File: config.mk
export PLATFORM = sky130hd
export DESIGN_NAME = source_text_tokenizer_flat
export DESIGN_NICKNAME = d
export VERILOG_FILES = /design/src/design/stt_pkg.sv /design/src/design/stt_byte_if.sv /design/src/design/stt_token_if.sv /design/src/design/stt_scan.sv /design/src/design/stt_token_fifo.sv /design/src/design/source_text_tokenizer.sv /design/src/flat_wrapper.sv
export SDC_FILE = /design/constraint.sdc
export NUM_CORES = 1
export LEC_CHECK = 0
export BUFFER_PORTS_ARGS = -buffer_cell sky130_fd_sc_hd__buf_4
export CAP_MARGIN = 20
export CORE_ASPECT_RATIO = 2
export CORE_MARGIN = 3
export CORE_UTILIZATION = 25
export CTS_BUF_LIST = sky130_fd_sc_hd__clkbuf_8
export DETAILED_ROUTE_END_ITERATION = 8
export GPL_TIMING_DRIVEN = 0
export PLACE_DENSITY = 0.42
export SYNTH_ARGS = -nofsm -noshare
export SYNTH_HDL_FRONTEND = slang
export SYNTH_HIERARCHICAL = 1
export SYNTH_SLANG_ARGS = --single-unit
File: constraint.sdc
create_clock -name clk -period 7.8 [get_ports clk]
set_clock_uncertainty 0.05 [all_clocks]
set_input_delay 0.39 -clock clk [delete_from_list [all_inputs] [get_ports clk]]
set_output_delay 0.39 -clock clk [all_outputs]
set_load 0.01 [all_outputs]
File: src/design/stt_pkg.sv
// ----------------------------------------------------------------------------
// stt_pkg
// Shared constants and types for the source text tokenizer.
// ----------------------------------------------------------------------------
package stt_pkg;

  localparam int POSITION_BITS_DEFAULT = 24;
  localparam int FIELD_BITS            = 24;
  localparam int FIFO_DEPTH            = 4;

  localparam logic [3:0] KIND_EOF      = 4'd0;
  localparam logic [3:0] KIND_DOT      = 4'd1;
  localparam logic [3:0] KIND_COMMA    = 4'd2;
  localparam logic [3:0] KIND_COLON    = 4'd3;
  localparam logic [3:0] KIND_LPAREN   = 4'd4;
  localparam logic [3:0] KIND_RPAREN   = 4'd5;
  localparam logic [3:0] KIND_LBRACKET = 4'd6;
  localparam logic [3:0] KIND_RBRACKET = 4'd7;
  localparam logic [3:0] KIND_LBRACE   = 4'd8;
  localparam logic [3:0] KIND_RBRACE   = 4'd9;
  localparam logic [3:0] KIND_SPACE    = 4'd10;
  localparam logic [3:0] KIND_COMMENT  = 4'd11;
  localparam logic [3:0] KIND_WORD     = 4'd12;
  localparam logic [3:0] KIND_DIGITS   = 4'd13;
  localparam logic [3:0] KIND_OPER     = 4'd14;
  localparam logic [3:0] KIND_UNKNOWN  = 4'd15;

  typedef struct packed {
    logic [3:0]            kind;
    logic [FIELD_BITS-1:0] tbegin;
    logic [FIELD_BITS-1:0] tlength;
    logic                  last;
  } token_t;

  // Up to two tokens produced by one input beat, in order.
  typedef struct packed {
    logic [1:0] n;
    token_t     first;
    token_t     second;
  } push_t;

endpackage

File: src/design/stt_byte_if.sv
// ----------------------------------------------------------------------------
// stt_byte_if
// Source text channel: one byte or an end marker per beat.
// ----------------------------------------------------------------------------
interface stt_byte_if;
  logic       valid;
  logic       ready;
  logic [7:0] text_byte;
  logic       end_marker;

  modport source (output valid, output text_byte, output end_marker, input ready);
  modport sink (input valid, input text_byte, input end_marker, output ready);
endinterface

File: src/design/stt_token_if.sv
// ----------------------------------------------------------------------------
// stt_token_if
// Token channel: one token per beat.
// ----------------------------------------------------------------------------
interface stt_token_if;
  logic                              valid;
  logic                              ready;
  logic [3:0]                        token_kind;
  logic [stt_pkg::FIELD_BITS-1:0]    token_begin;
  logic [stt_pkg::FIELD_BITS-1:0]    token_size;
  logic                              last_of_item;

  modport source (output valid, output token_kind, output token_begin,
                  output token_size, output last_of_item, input ready);
  modport sink (input valid, input token_kind, input token_begin,
                input token_size, input last_of_item, output ready);
endinterface

File: src/design/stt_scan.sv
// ----------------------------------------------------------------------------
// stt_scan
// Run state registers and the per-byte step; emits up to two tokens per beat.
// ----------------------------------------------------------------------------
module stt_scan #(
  parameter int POSITION_BITS = stt_pkg::POSITION_BITS_DEFAULT
) (
  input  logic                clk,
  input  logic                rst,
  input  logic                accept,
  input  logic [7:0]          text_byte,
  input  logic                end_marker,
  output stt_pkg::push_t      push
);

  localparam logic [POSITION_BITS-1:0] POS_MAX  = {POSITION_BITS{1'b1}};
  localparam logic [POSITION_BITS-1:0] POS_ONE  = POSITION_BITS'(1);
  localparam logic [POSITION_BITS-1:0] POS_ZERO = '0;

  localparam logic [7:0] CH_HASH  = 8'h23;
  localparam logic [7:0] CH_UNDER = 8'h5F;
  localparam logic [7:0] CH_DOT   = 8'h2E;
  localparam logic [7:0] CH_COMMA = 8'h2C;
  localparam logic [7:0] CH_COLON = 8'h3A;
  localparam logic [7:0] CH_LPAR  = 8'h28;
  localparam logic [7:0] CH_RPAR  = 8'h29;
  localparam logic [7:0] CH_LBRK  = 8'h5B;
  localparam logic [7:0] CH_RBRK  = 8'h5D;
  localparam logic [7:0] CH_LBRC  = 8'h7B;
  localparam logic [7:0] CH_RBRC  = 8'h7D;
  localparam logic [7:0] CH_SP    = 8'h20;
  localparam logic [7:0] CH_TAB   = 8'h09;
  localparam logic [7:0] CH_CR    = 8'h0D;
  localparam logic [7:0] CH_LF    = 8'h0A;
  localparam logic [7:0] CH_EQ    = 8'h3D;
  localparam logic [7:0] CH_BANG  = 8'h21;
  localparam logic [7:0] CH_GT    = 8'h3E;
  localparam logic [7:0] CH_LT    = 8'h3C;
  localparam logic [7:0] CH_PLUS  = 8'h2B;
  localparam logic [7:0] CH_MINUS = 8'h2D;
  localparam logic [7:0] CH_STAR  = 8'h2A;
  localparam logic [7:0] CH_SLASH = 8'h2F;

  typedef enum logic [5:0] {
    RUN_NONE    = 6'b000001,
    RUN_SPACE   = 6'b000010,
    RUN_COMMENT = 6'b000100,
    RUN_WORD    = 6'b001000,
    RUN_DIGIT   = 6'b010000,
    RUN_OPER    = 6'b100000
  } run_class_t;

  run_class_t               run_class, run_class_next;
  logic [POSITION_BITS-1:0] run_begin, run_begin_next;
  logic [POSITION_BITS-1:0] run_length, run_length_next;
  logic [POSITION_BITS-1:0] byte_position, byte_position_next;

  function automatic logic [POSITION_BITS-1:0] sat_inc(input logic [POSITION_BITS-1:0] v);
    return (v == POS_MAX) ? v : v + POS_ONE;
  endfunction

  function automatic logic is_space(input logic [7:0] c);
    return (c == CH_SP) || (c == CH_TAB) || (c == CH_CR) || (c == CH_LF);
  endfunction

  function automatic logic is_digit(input logic [7:0] c);
    return (c >= 8'h30) && (c <= 8'h39);
  endfunction

  function automatic logic is_word(input logic [7:0] c);
    return ((c >= 8'h61) && (c <= 8'h7A)) || ((c >= 8'h41) && (c <= 8'h5A)) ||
           (c == CH_UNDER);
  endfunction

  function automatic logic is_oper(input logic [7:0] c);
    return (c == CH_EQ) || (c == CH_BANG) || (c == CH_GT) || (c == CH_LT) ||
           (c == CH_PLUS) || (c == CH_MINUS) || (c == CH_STAR) || (c == CH_SLASH);
  endfunction

  // KIND_EOF here means the byte is not single punctuation.
  function automatic logic [3:0] single_kind(input logic [7:0] c);
    logic [3:0] k;
    case (c)
      CH_DOT:   k = stt_pkg::KIND_DOT;
      CH_COMMA: k = stt_pkg::KIND_COMMA;
      CH_COLON: k = stt_pkg::KIND_COLON;
      CH_LPAR:  k = stt_pkg::KIND_LPAREN;
      CH_RPAR:  k = stt_pkg::KIND_RPAREN;
      CH_LBRK:  k = stt_pkg::KIND_LBRACKET;
      CH_RBRK:  k = stt_pkg::KIND_RBRACKET;
      CH_LBRC:  k = stt_pkg::KIND_LBRACE;
      CH_RBRC:  k = stt_pkg::KIND_RBRACE;
      default:  k = stt_pkg::KIND_EOF;
    endcase
    return k;
  endfunction

  function automatic logic [3:0] run_kind(input run_class_t cls);
    logic [3:0] k;
    case (cls)
      RUN_SPACE:   k = stt_pkg::KIND_SPACE;
      RUN_COMMENT: k = stt_pkg::KIND_COMMENT;
      RUN_WORD:    k = stt_pkg::KIND_WORD;
      RUN_DIGIT:   k = stt_pkg::KIND_DIGITS;
      RUN_OPER:    k = stt_pkg::KIND_OPER;
      default:     k = stt_pkg::KIND_UNKNOWN;
    endcase
    return k;
  endfunction

  function automatic logic continues(input run_class_t cls, input logic [7:0] c);
    logic r;
    case (cls)
      RUN_SPACE: r = is_space(c);
      RUN_WORD:  r = is_word(c);
      RUN_DIGIT: r = is_digit(c);
      RUN_OPER:  r = is_oper(c);
      default:   r = 1'b0;
    endcase
    return r;
  endfunction

  function automatic stt_pkg::token_t mk_tok(input logic [3:0] kind,
                                             input logic [POSITION_BITS-1:0] b,
                                             input logic [POSITION_BITS-1:0] l,
                                             input logic last);
    stt_pkg::token_t t;
    t.kind    = kind;
    t.tbegin  = stt_pkg::FIELD_BITS'(b);
    t.tlength = stt_pkg::FIELD_BITS'(l);
    t.last    = last;
    return t;
  endfunction

  logic            pending;
  logic [3:0]      sk;
  logic            new_valid;
  stt_pkg::token_t run_tok;
  stt_pkg::token_t new_tok;

  always_comb begin
    run_class_next     = run_class;
    run_begin_next     = run_begin;
    run_length_next    = run_length;
    byte_position_next = byte_position;
    pending            = (run_class != RUN_NONE);
    sk                 = single_kind(text_byte);
    run_tok            = mk_tok(run_kind(run_class), run_begin, run_length, 1'b0);
    new_tok            = mk_tok(stt_pkg::KIND_UNKNOWN, byte_position, POS_ONE, 1'b1);
    new_valid          = 1'b0;
    push               = '0;

    if (accept) begin
      if (end_marker) begin
        // Flush the pending run, then EOF; clear everything.
        new_tok = mk_tok(stt_pkg::KIND_EOF, byte_position, POS_ONE, 1'b1);
        if (pending) begin
          push.n      = 2'd2;
          push.first  = run_tok;
          push.second = new_tok;
        end else begin
          push.n     = 2'd1;
          push.first = new_tok;
        end
        run_class_next     = RUN_NONE;
        run_begin_next     = POS_ZERO;
        run_length_next    = POS_ZERO;
        byte_position_next = POS_ZERO;
      end else if (run_class == RUN_COMMENT) begin
        if (text_byte == CH_HASH) begin
          run_tok.last    = 1'b1;
          push.n          = 2'd1;
          push.first      = run_tok;
          run_class_next  = RUN_NONE;
          run_begin_next  = POS_ZERO;
          run_length_next = POS_ZERO;
        end else begin
          run_length_next = sat_inc(run_length);
        end
        byte_position_next = sat_inc(byte_position);
      end else if (pending && continues(run_class, text_byte)) begin
        run_length_next    = sat_inc(run_length);
        byte_position_next = sat_inc(byte_position);
      end else begin
        // Break the pending run, then treat the byte as fresh.
        run_class_next  = RUN_NONE;
        run_begin_next  = POS_ZERO;
        run_length_next = POS_ZERO;
        if (sk != stt_pkg::KIND_EOF) begin
          new_valid    = 1'b1;
          new_tok.kind = sk;
        end else if (text_byte == CH_HASH) begin
          run_class_next = RUN_COMMENT;
          run_begin_next = sat_inc(byte_position);
        end else if (is_space(text_byte) || is_word(text_byte) ||
                     is_digit(text_byte) || is_oper(text_byte)) begin
          run_class_next  = is_space(text_byte) ? RUN_SPACE :
                            is_word(text_byte)  ? RUN_WORD  :
                            is_digit(text_byte) ? RUN_DIGIT : RUN_OPER;
          run_begin_next  = byte_position;
          run_length_next = POS_ONE;
        end else begin
          new_valid = 1'b1;
        end
        byte_position_next = sat_inc(byte_position);

        if (pending && new_valid) begin
          push.n      = 2'd2;
          push.first  = run_tok;
          push.second = new_tok;
        end else if (pending) begin
          run_tok.last = 1'b1;
          push.n       = 2'd1;
          push.first   = run_tok;
        end else if (new_valid) begin
          push.n     = 2'd1;
          push.first = new_tok;
        end
      end
    end
  end

  always_ff @(posedge clk) begin
    if (rst) begin
      run_class     <= RUN_NONE;
      run_begin     <= POS_ZERO;
      run_length    <= POS_ZERO;
      byte_position <= POS_ZERO;
    end else begin
      run_class     <= run_class_next;
      run_begin     <= run_begin_next;
      run_length    <= run_length_next;
      byte_position <= byte_position_next;
    end
  end

endmodule

File: src/design/stt_token_fifo.sv
// ----------------------------------------------------------------------------
// stt_token_fifo
// Small token queue: takes up to two tokens a cycle, hands out one.
// ----------------------------------------------------------------------------
module stt_token_fifo (
  input  logic            clk,
  input  logic            rst,
  input  stt_pkg::push_t  push,
  output logic            room,
  output logic            out_valid,
  input  logic            out_ready,
  output stt_pkg::token_t out_tok
);

  localparam int DEPTH = stt_pkg::FIFO_DEPTH;
  localparam int IDX_W = $clog2(DEPTH);
  localparam int CNT_W = $clog2(DEPTH + 1);

  stt_pkg::token_t mem [DEPTH];
  logic [IDX_W-1:0] wr_ptr, wr_ptr_next;
  logic [IDX_W-1:0] rd_ptr, rd_ptr_next;
  logic [CNT_W-1:0] count, count_next;
  logic             pop;

  assign pop       = out_valid && out_ready;
  assign out_valid = (count != '0);
  assign out_tok   = mem[rd_ptr];
  // Hold input until two slots are free.
  assign room      = (count <= CNT_W'(DEPTH - 2));

  always_comb begin
    wr_ptr_next = IDX_W'(wr_ptr + IDX_W'(push.n));
    rd_ptr_next = IDX_W'(rd_ptr + IDX_W'(pop));
    count_next  = CNT_W'(count + CNT_W'(push.n) - CNT_W'(pop));
  end

  always_ff @(posedge clk) begin
    if (push.n != 2'd0) begin
      mem[wr_ptr] <= push.first;
    end
    if (push.n == 2'd2) begin
      mem[IDX_W'(wr_ptr + 1'b1)] <= push.second;
    end
  end

  always_ff @(posedge clk) begin
    if (rst) begin
      wr_ptr <= '0;
      rd_ptr <= '0;
      count  <= '0;
    end else begin
      wr_ptr <= wr_ptr_next;
      rd_ptr <= rd_ptr_next;
      count  <= count_next;
    end
  end

endmodule

File: src/design/source_text_tokenizer.sv
// ----------------------------------------------------------------------------
// source_text_tokenizer
// Streaming tokenizer: source bytes in, (kind, begin, length) tokens out.
// ----------------------------------------------------------------------------
//   channel  | dir | payload
//   ---------+-----+---------------------------------------------------
//   text     | in  | text_byte[7:0], end_marker
//   tokens   | out | token_kind[3:0], token_begin[23:0],
//            |     | token_size[23:0], last_of_item
//
// One byte is taken per cycle; each beat yields zero, one or two tokens,
// which enter a four-entry token queue in the cycle the byte is taken.
// Tokens leave at one per cycle while tokens.ready is high, so bytes that
// break a run and emit a token (two tokens) throttle input to the token
// drain rate. Input is held off while fewer than two queue slots are free.
// Synchronous reset clears the run state, the position and the queue.
// ----------------------------------------------------------------------------
module source_text_tokenizer #(
  parameter int POSITION_BITS = stt_pkg::POSITION_BITS_DEFAULT
) (
  input  logic          clk,
  input  logic          rst,
  stt_byte_if.sink      text,
  stt_token_if.source   tokens
);

  stt_pkg::push_t  push;
  stt_pkg::token_t out_tok;
  logic            room;
  logic            accept;

  assign text.ready = room;
  assign accept     = text.valid && room;

  stt_scan #(
    .POSITION_BITS (POSITION_BITS)
  ) u_scan (
    .clk        (clk),
    .rst        (rst),
    .accept     (accept),
    .text_byte  (text.text_byte),
    .end_marker (text.end_marker),
    .push       (push)
  );

  stt_token_fifo u_fifo (
    .clk       (clk),
    .rst       (rst),
    .push      (push),
    .room      (room),
    .out_valid (tokens.valid),
    .out_ready (tokens.ready),
    .out_tok   (out_tok)
  );

  assign tokens.token_kind   = out_tok.kind;
  assign tokens.token_begin  = out_tok.tbegin;
  assign tokens.token_size   = out_tok.tlength;
  assign tokens.last_of_item = out_tok.last;

endmodule

File: src/flat_wrapper.sv
// flat-port wrapper written by rule: the top's interface ports become plain ports
module source_text_tokenizer_flat 
#(
  parameter int POSITION_BITS = stt_pkg::POSITION_BITS_DEFAULT
)
  (clk, rst, text_valid, text_text_byte, text_end_marker, text_ready, tokens_valid, tokens_token_kind, tokens_token_begin, tokens_token_size, tokens_last_of_item, tokens_ready);
  stt_byte_if text_i ();
  stt_token_if tokens_i ();
  input  logic clk;
  input  logic rst;
  input wire logic [$bits(text_i.valid)-1:0] text_valid;
  input wire logic [$bits(text_i.text_byte)-1:0] text_text_byte;
  input wire logic [$bits(text_i.end_marker)-1:0] text_end_marker;
  output wire logic [$bits(text_i.ready)-1:0] text_ready;
  output wire logic [$bits(tokens_i.valid)-1:0] tokens_valid;
  output wire logic [$bits(tokens_i.token_kind)-1:0] tokens_token_kind;
  output wire logic [$bits(tokens_i.token_begin)-1:0] tokens_token_begin;
  output wire logic [$bits(tokens_i.token_size)-1:0] tokens_token_size;
  output wire logic [$bits(tokens_i.last_of_item)-1:0] tokens_last_of_item;
  input wire logic [$bits(tokens_i.ready)-1:0] tokens_ready;
  assign text_i.valid = text_valid;
  assign text_i.text_byte = text_text_byte;
  assign text_i.end_marker = text_end_marker;
  assign text_ready = text_i.ready;
  assign tokens_valid = tokens_i.valid;
  assign tokens_token_kind = tokens_i.token_kind;
  assign tokens_token_begin = tokens_i.token_begin;
  assign tokens_token_size = tokens_i.token_size;
  assign tokens_last_of_item = tokens_i.last_of_item;
  assign tokens_i.ready = tokens_ready;
  source_text_tokenizer #(.POSITION_BITS(POSITION_BITS)) u_core (.clk(clk), .rst(rst), .text(text_i), .tokens(tokens_i));
endmodule
[Word-level counts from Yosys, hierarchy flattened]
Memory sizes are Yosys's and may differ from the RTL's. A register that Yosys moved wholly into a read port is not among the register bits.
Cells that the tools add are included.
Storage, ports and cells
  register bits: 85
  RAM bits: 212
  output and inout port bits: 55
  memories kept: 1
Memory list
  u_core.u_fifo.mem: words 4, width 53, read ports 1, clocked after memory_dff 1, wr ports 2, RTL line stt_token_fifo.sv:19  | stt_pkg::token_t mem [DEPTH];
Cells by class
  $add $sub $neg: 7
  magnitude comparators: 7
  equality and inequality tests: 34
  muxes and demuxes: 58
  reduce and logical (&&, ||, !) cells: 26
Operators with widths (count)
  24-bit two-way mux: 14
  108-bit two-way mux: 3
  55-bit two-way mux: 4
  8-bit by 6-bit equality test with 1-bit output, second input constant: 15
  54-bit two-way mux: 2
  53-bit two-way mux: 2
  6-bit two-way mux: 10
  49-bit two-way mux: 1
  24-bit by 1-bit adder with 24-bit output, second input constant: 2
  24-bit equality test, second input constant: 2
  8-bit by 7-bit equality test with 1-bit output, second input constant: 5
  4-bit one-hot mux with 9 select lines: 1
  8-bit by 4-bit equality test with 1-bit output, second input constant: 3
  1-bit two-way mux: 17
  8-bit by 7-bit greater-or-equal comparator with 1-bit output, second input constant: 2
  8-bit by 7-bit less-or-equal comparator with 1-bit output, second input constant: 2
  1-bit logical OR: 15
  3-bit one-hot mux with 5 select lines: 1
  8-bit by 6-bit greater-or-equal comparator with 1-bit output, second input constant: 1
  8-bit by 6-bit less-or-equal comparator with 1-bit output, second input constant: 1
  1-bit logical AND: 7
  6-bit by 2-bit equality test with 1-bit output, second input constant: 1
  6-bit by 3-bit equality test with 1-bit output, second input constant: 1
  6-bit by 4-bit equality test with 1-bit output, second input constant: 1
  19 further kinds: 19

[Longest topological paths before layout]
Gate-level depths: netlist of the first run.
  depth after elaboration: 27
  gate-level depth with buffers: 18
  depth with buffers taken out: 14

[Hierarchy]
The synthesis of the first run kept the hierarchy.
Modules (own cells, without submodules)
  stt_token_fifo: times used 1, cells each 559, area each 10670.2 um^2, sequential area each 6506.2 um^2
  stt_scan: times used 1, cells each 738, area each 5604.1 um^2, sequential area each 1561.5 um^2
  source_text_tokenizer: times used 1, cells each 1, area each 6.3 um^2, sequential area each 0.0 um^2

[Worst setup path before layout of the first run]
Ideal clock, no wire load.
  path kind: input -> register
  from: input text_text_byte[0]
  to: memory u_core/u_fifo/mem[0][0] in the netlist's numbering (enable)
  library setup time: 0.543 ns
  arrival: 6.591 ns
  required time: 7.207 ns
  path slack: 0.617 ns
  stages: 15
  path buffers: 4
  path through: buf_2 > nor3b_1 > o2111ai_1 > nand2_1 > nor3_1 > nand2_1 > inv_1 > ha_1 > a41oi_1 > nor2_1 > buf_2 > buf_4 > buf_2 > nor2_1 > o31ai_1
RTL lines
  from (decl): RTL line flat_wrapper.sv:12  | input wire logic [$bits(text_i.text_byte)-1:0] text_text_byte;
  to (decl): RTL line stt_token_fifo.sv:19

==> reports/results.txt, run 1 <==
Die area: 68400 sq um
Design area: 19000 sq um
CP endpoint kind: register
Placed Instance Area: 18200 sq um
Worst-path clk slew: 0.07 ns
CP Data Required Time: 8.03 ns
Clk Latency, worst-skew pair: 0.60 ns
CP Cell Sequence: a21oi_1 -> and2_1 -> clkbuf_1 -> inv_1 -> clkbuf_1 -> nor2_1 -> buf_2 -> buf_4 -> buf_2 -> and4bb_2 -> buf_2 -> buf_2 -> o21bai_4 -> buf_12 -> buf_16 -> buf_12
Critical path data arrival time: 5.94 ns
Yosys Warn Count: 6
Die Ht: 367 microns
Initial cell density of the core: 0.254
CP startpoint kind: register
Via count of the first global-routing pass: 12.1k
Hold Vio Cnt, Final: 0
Ratio of final minimum period to clock period: 0.732
Fmax achieved: 175 MHz
Max H-tree Level: 2
Worst slew margin: 0.317
FFs w/ async S/R, synth: 0
Area of the multi-input gates: 7540 sq um
Maximum root-to-sink buffer count: 3
Post-CTS Hold Fix Bufs: 0
Power Density: 228 nW/um^2
Dpl hpwl: 37.6 mm
Register area share after synthesis: 0.496
Post-synth cell types: 83
Setup TNS: 0 ns
Min Tclk post-route: 5.71 ns
Die width: 186 microns
Max VDD drop: 0.0000782 V
Most frequent CP cell: buf_2
Post-CTS setup buffer count: 0
Crit path max fanout: 21
First-pass GRT wire length: 76.0 mm
Io pins: 68
Yosys top cell area share: 0.391
Post_cts resized: 0
Syn avg cell area: 12.5 sq um
Synth Flop Type: edfxtp_1
Synth-to-Final Area Change: 16.8%
Status: finished, final reports clean
Total placed cells including tap cells: 2261
Leading post-synthesis cells by cell area: edfxtp_1 39%, mux2_2 14%, dfxtp_1 10%
Crit Path Class: reg2reg
CTS Buf Count: 44
TritonCTS clock tree: yes
Yosys reg bits: 297
Post-synth EDFFs: 212
Hold Crit Class: in2reg
Leak pwr: 6.97 nW
Clock sink total: 297
Core Region: 64100 sq um
# port buffers: 65
Layout net count: 1464
Initial DRC Count: 463
# rows: 131
Actual slew at the worst max-slew pin: 1.02 ns
Via Count: 11.2k
Final std cells w/o fill: 2342
DRC: 0
Maxcap violations: 0
Gr ovfl total: 0
GRT Resource Usage Total: 0.145
Synth Instances: 1298
FF/Latch Area: 8070 sq um
Slowest stage delay, CP: 0.62 ns
Share of cells above drive strength 1: 0.342
RSZ-0062 raised after global routing: false
Placer Congestion: 0.862
Largest area contributor in the netlist: edfxtp_1
Antenna violations before repair: 2
Antenna Nets Post-Route: 0
WL/cell: 21.5 microns
Mapped cell area: 16300 sq um
Final WL: 50.3 mm
Clock root buffer: clkbuf_8
Max-slew violations: 0
CP max stage cell: clkbuf_1
Drt pass-1 iters: 5
Largest net degree at the start of global routing: 23
Vias per cell: 4.76
Setup violations, final: 0
Number of fill cells: 6572
==> final cells by class <==
| class | count | area share |
|---|---|---|
| multi-input cells | 881 | 0.397 |
| plain buffers | 125 | 0.0386 |
| inverters | 17 | 0.00336 |
| repair buffers | 77 | 0.0375 |
| well taps | 864 | 0.0569 |
| diodes | 1 | 0.000132 |
| flip-flops and latches | 297 | 0.424 |
| clock buffers | 47 | 0.0340 |
| clock inverters | 33 | 0.00849 |
==> cell families (layout without fill, tap and decap cells) <==
family                     Yosys count  in the layout  share of synthesized area
AOI/OAI and AO/OA                  218            218                     0.0945
xor gates and xnor gates            23             23                     0.0141
adders and majority gates            8              8                    0.00661
buffers and inverters              142            299                     0.0490
DFF                                297            297                      0.496
muxes                              270            270                      0.225
other                                1             24                   0.000230
and+or+nand+nor                    339            339                      0.114
==> placed cells by master, fill, tap and decap left out, types with 10 or more instances in the layout <==
cell type / count
a21oi_1: 47
a22o_1: 35
a22oi_1: 12
and2_1: 30
and3_1: 34
buf_2: 38
buf_4: 97
buf_6: 13
clkbuf_1: 40
clkbuf_8: 47
conb_1: 23
dfxtp_1: 85
edfxtp_1: 212
inv_1: 33
mux2_2: 204
mux2_4: 10
mux4_2: 53
nand2_1: 55
nand3_1: 18
nand4_1: 17
nor2_1: 86
nor2b_1: 11
nor3_1: 32
o21ai_0: 43
o2bb2ai_1: 15
xor2_1: 13
==> worst paths after layout <==
| check | from | endpoint | slack, ns | depth (start not counted) |
|---|---|---|---|---|
| setup / recovery | u_core/u_fifo/count[0] | u_core/u_fifo/mem[2][36] | 2.09 | 16 |
| setup reg to reg | u_core/u_fifo/count[0] | u_core/u_fifo/mem[2][36] | 2.09 | 16 |
| hold reg to reg | u_core/u_scan/run_begin[21] | u_core/u_scan/run_begin[21] | 0.42 | 1 |
| hold / removal | tokens_ready | u_core/u_fifo/rd_ptr[0] | 0.16 | 3 |
==> sequential cells by signal, indices dropped and copies added, names as in the netlist <==
register,count
u_core/u_fifo/mem,212
u_core/u_scan/byte_position,24
u_core/u_scan/run_begin,24
u_core/u_scan/run_length,24
u_core/u_scan/run_class,6
u_core/u_fifo/count,3
u_core/u_fifo/rd_ptr,2
u_core/u_fifo/wr_ptr,2
==> worst max-delay path: cells and delay by family (launching register included) <==
family	cells	cell delay [ns]
DFF	1	0.36
AOI/OAI and AO/OA	2	0.48
and+or+nand+nor	3	1.00
buffers and inverters	11	3.42
==> per-stage QoR <==
step           setup WS [ns]   util  hold WS [ns]  power, W
5_1_grt                 1.83  0.297         0.159   0.00455
2_1_floorplan          0.617      -         0.383   0.00261
3_3_place_gp           -6.28  0.280         0.395   0.00316
4_1_cts                 1.96  0.297         0.113   0.00444
3_5_place_dp            1.64  0.284         0.398   0.00319
6_report                2.09  0.297         0.158   0.00433
==> report_power, final <==
group	switching, W	internal (W)
registers	0.0000429	0.00185
logic	0.000666	0.000551
clock network	0.000636	0.000590
total	0.00134	0.00299
==> cell usage after synthesis, types with 4 or more instances <==
cell type	instances
buf_2	37
a21oi_1	47
and4_1	9
and3_1	34
nand2_1	55
edfxtp_1	212
inv_1	17
xnor2_1	8
a22o_1	35
nor2_1	87
a22oi_1	12
nor2b_1	12
nor3_1	32
a31oi_1	5
a21o_1	8
xor2_1	13
mux2_4	10
clkbuf_1	40
or3_1	8
dfxtp_1	85
o2bb2ai_1	15
nand3_1	18
nand4_1	17
o21ai_0	43
o31ai_1	6
mux4_2	53
buf_4	32
o211ai_1	6
o22ai_1	4
buf_6	13
mux2_2	204
and2_1	30
ha_1	7
nor3b_1	5
==> layer usage <==
metal / vias to the layer above / track usage / share of wire
li1: 5256 / - / -
met1: 5555 / 0.145 / 0.36
met2: 236 / 0.295 / 0.57
met3: 102 / 0.0175 / 0.030
met4: 2 / 0.0661 / 0.043
met5: - / 0 / 0.00026
Power figures use the tool's default switching activity.
==> run 2, diff against run 1 <==
--- a/config.mk
+++ b/config.mk
@@ -5,6 +5,7 @@
 export SDC_FILE = /design/constraint.sdc
 export NUM_CORES = 1
 export LEC_CHECK = 0
+export ABC_AREA = 1
 export BUFFER_PORTS_ARGS = -buffer_cell sky130_fd_sc_hd__buf_4
 export CAP_MARGIN = 20
 export CORE_ASPECT_RATIO = 2
@@ -13,7 +14,7 @@
 export CTS_BUF_LIST = sky130_fd_sc_hd__clkbuf_8
 export DETAILED_ROUTE_END_ITERATION = 8
 export GPL_TIMING_DRIVEN = 0
-export PLACE_DENSITY = 0.42
+export PLACE_DENSITY = 0.43
 export SYNTH_ARGS = -nofsm -noshare
 export SYNTH_HDL_FRONTEND = slang
 export SYNTH_HIERARCHICAL = 1
==> constraint.sdc (replaced) <==
create_clock -name clk -period 4.7 [get_ports clk]
set_clock_uncertainty 0.05 [all_clocks]
set_input_delay 0.235 -clock clk [delete_from_list [all_inputs] [get_ports clk]]
set_output_delay 0.235 -clock clk [all_outputs]
set_load 0.01 [all_outputs]
==> run 2 against run 1 <==
Clock power up 96%. Critical path depth up 1. Power up 110%. Fmax up 29%. Largest power group unchanged.
==> reports/results.txt, run 2 <==
Crit path max fanout: 36
Yosys Warn Count: 6
Max H-tree Level: 2
Hold_ws: 0.130 ns
First-pass GRT wire length: 108 mm
Synth Flop Type: edfxtp_1
Synth-to-Final Area Change: 16.3%
Clock root buffer: clkbuf_8
Crit Path Class: reg2reg
Largest area contributor in the netlist: edfxtp_1
Gr ovfl total: 0
Syn avg cell area: 7.32 sq um
Maxcap violations: 0
Leading post-synthesis cells by cell area: edfxtp_1 35%, nand2_1 14%, o21ai_0 9.9%
Hold Crit Class: in2reg
Hold Vio Cnt, Final: 0
Vias per cell: 4.89
Min Tclk post-route: 4.42 ns
Worst-path clk slew: 0.07 ns
Comb pwr share: 0.358
Actual slew at the worst max-slew pin: 1.06 ns
Clk Latency, worst-skew pair: 0.63 ns
Layout net count: 2652
Leak pwr: 7.81 nW
GRT Resource Usage Total: 0.185
Initial DRC Count: 1146
Max-slew violations: 0
Placer Congestion: 0.894
FFs w/ async S/R, synth: 0
Most instantiated cells after synthesis: 662 x nand2_1, 358 x o21ai_0, 235 x inv_1
Ratio of final minimum period to clock period: 0.941
# rows: 139
CP Data Required Time: 4.94 ns
Antenna Nets Post-Route: 0
Most frequent cells in the layout: 659 x nand2_1, 358 x o21ai_0, 251 x inv_1, 222 x nor2_1, 212 x edfxtp_1
Worst slew margin: 0.288
Drt pass-1 iters: 6
Register area share after synthesis: 0.444
Internal power: 0.00568 W
# port buffers: 67
Max reg flops: 212
Mapped cell area: 18200 sq um
Die Ht: 387 microns
Net Sw Power: 0.00343 W
Clock sink total: 297
Final std cells w/o fill: 3584
Final WL: 72.2 mm
Max VDD drop: 0.000213 V
Setup violations, final: 0
CP endpoint kind: register
Critical path data arrival time: 4.66 ns
Most common cell after layout, fill and taps aside: nand2_1
Via Count: 17.5k
Yosys reg bits: 297
Dpl hpwl: 55.9 mm
Power Density: 431 nW/um^2
DRC: 0
Post-synth cell types: 44
Io pins: 68
Share of cells above drive strength 1: 0.102
Most instantiated library cell after synthesis: nand2_1
Number of fill cells: 7889
Sequential share of power: 0.378
TritonCTS clock tree: yes
CP startpoint kind: register
Largest net degree at the start of global routing: 37
Die width: 197 microns
Maximum root-to-sink buffer count: 3
Total placed cells including tap cells: 3498
Core Region: 72000 sq um
Die area: 76200 sq um
Top reg by flops: u_core/u_fifo/mem
Initial cell density of the core: 0.253
Power Total: 0.00911 W
Fmax achieved: 226 MHz
Synth Instances: 2485
CTS Buf Count: 45
Antenna violations before repair: 1
Status: finished, final reports clean
RSZ-0062 raised after global routing: false
Yosys top cell area share: 0.350
Sw Ratio: 0.376
Post-synth EDFFs: 212
Via count of the first global-routing pass: 17.6k
Clock share of power: 0.264
WL/cell: 20.1 microns
run 2: cell types whose count changed after synthesis, sizes merged, moves of 57 or more:
cell / previous run / this run
nand2: 55 / 669
o21ai: 46 / 444
inv: 17 / 246
mux2: 214 / 0
nor2: 87 / 232
nand3: 19 / 127
a21oi: 47 / 107
clkbuf: 41 / 98
run 2: area by class of cell:
type	instances	area, sq um	share of cell area
timing repair buffer	78	669	0.0317
multi-input combinational	1781	8350	0.395
sequential	297	8070	0.382
clock inverter	27	220	0.0104
buffer	181	995	0.0470
tap	916	1150	0.0542
clock buffer	56	771	0.0364
inverter	247	927	0.0438
antenna	1	2.50	0.000118
run 2: cells by family (layout without fill, tap and decap cells):
family          after synthesis  count (layout)  synth area share
simple gates               1076            1076             0.243
compound gates              637             637             0.184
buf+inv                     429             589             0.106
xor+xnor                     37              37            0.0178
flops                       297             297             0.444
other cells                   1              24          0.000206
fa+ha+maj                     8               8           0.00592
run 2: through the flow:
step                      worst slack [ns]   util  setup TNS, ns  instance area (sq um)
after floorplan                      0.364      -              0                  18300
after global placement               -2.64  0.277        -513.36                  19900
after detailed placement            -0.863  0.279        -126.48                  20100
after CTS                           0.0285  0.293              0                  21100
after global routing                0.0167  0.294              0                  21100
final                                0.276  0.294              0                  21100
run 2: power groups by stage:
stage / registers, W / clock network (W) / logic (W)
after floorplan: 0.00349 / 0 / 0.00180
after global placement: 0.00354 / 0 / 0.00318
after detailed placement: 0.00350 / 0 / 0.00328
after CTS: 0.00344 / 0.00250 / 0.00329
after global routing: 0.00347 / 0.00259 / 0.00358
final: 0.00344 / 0.00241 / 0.00326
run 2: routing by layer:
layer  GRT usage  vias up  wire length, microns
met5           0        -                     0
met4       0.102        0                  4100
met3      0.0177      184                  2900
met2       0.366      560                 39600
met1       0.185     8245                 25600
li1            -     8531                     -
run 2: path summary, 6_finish.rpt:
check                                  start                         end  slack [ns]  depth (start not counted)
hold / removal             text_text_byte[3]  u_core/u_scan/run_class[4]        0.13                          6
setup / recovery  u_core/u_scan/run_class[5]    u_core/u_fifo/mem[0][33]        0.28                         17
setup reg to reg  u_core/u_scan/run_class[5]    u_core/u_fifo/mem[0][33]        0.28                         17
hold reg to reg   u_core/u_scan/run_begin[9]  u_core/u_scan/run_begin[9]        0.42                          2
run 2: critical path: stages, from the launching register on:
cell,delay [ns]
dfxtp_1,0.41
nor2_1,0.13
nand4_1,0.17
clkbuf_2,0.26
clkbuf_2,0.29
ha_1,0.19
inv_1,0.05
nor2_1,0.27
o21ai_4,0.16
buf_4,0.24
inv_1,0.21
buf_4,0.18
inv_2,0.05
nor2_4,0.17
nand3_4,0.20
clkbuf_2,0.33
nand2_4,0.36
buf_16,0.32
run 2: repair_timing:
action / 4_1_cts / 5_1_grt
resized for setup: 5 / 4
hold endpoints to repair: 7 / 0
gates cloned: 0 / 0
hold buffers: 2 / 0
pin swaps: 1 / 0
setup buffers: 1 / 0
endpoints found under the setup margin: 293 / 86
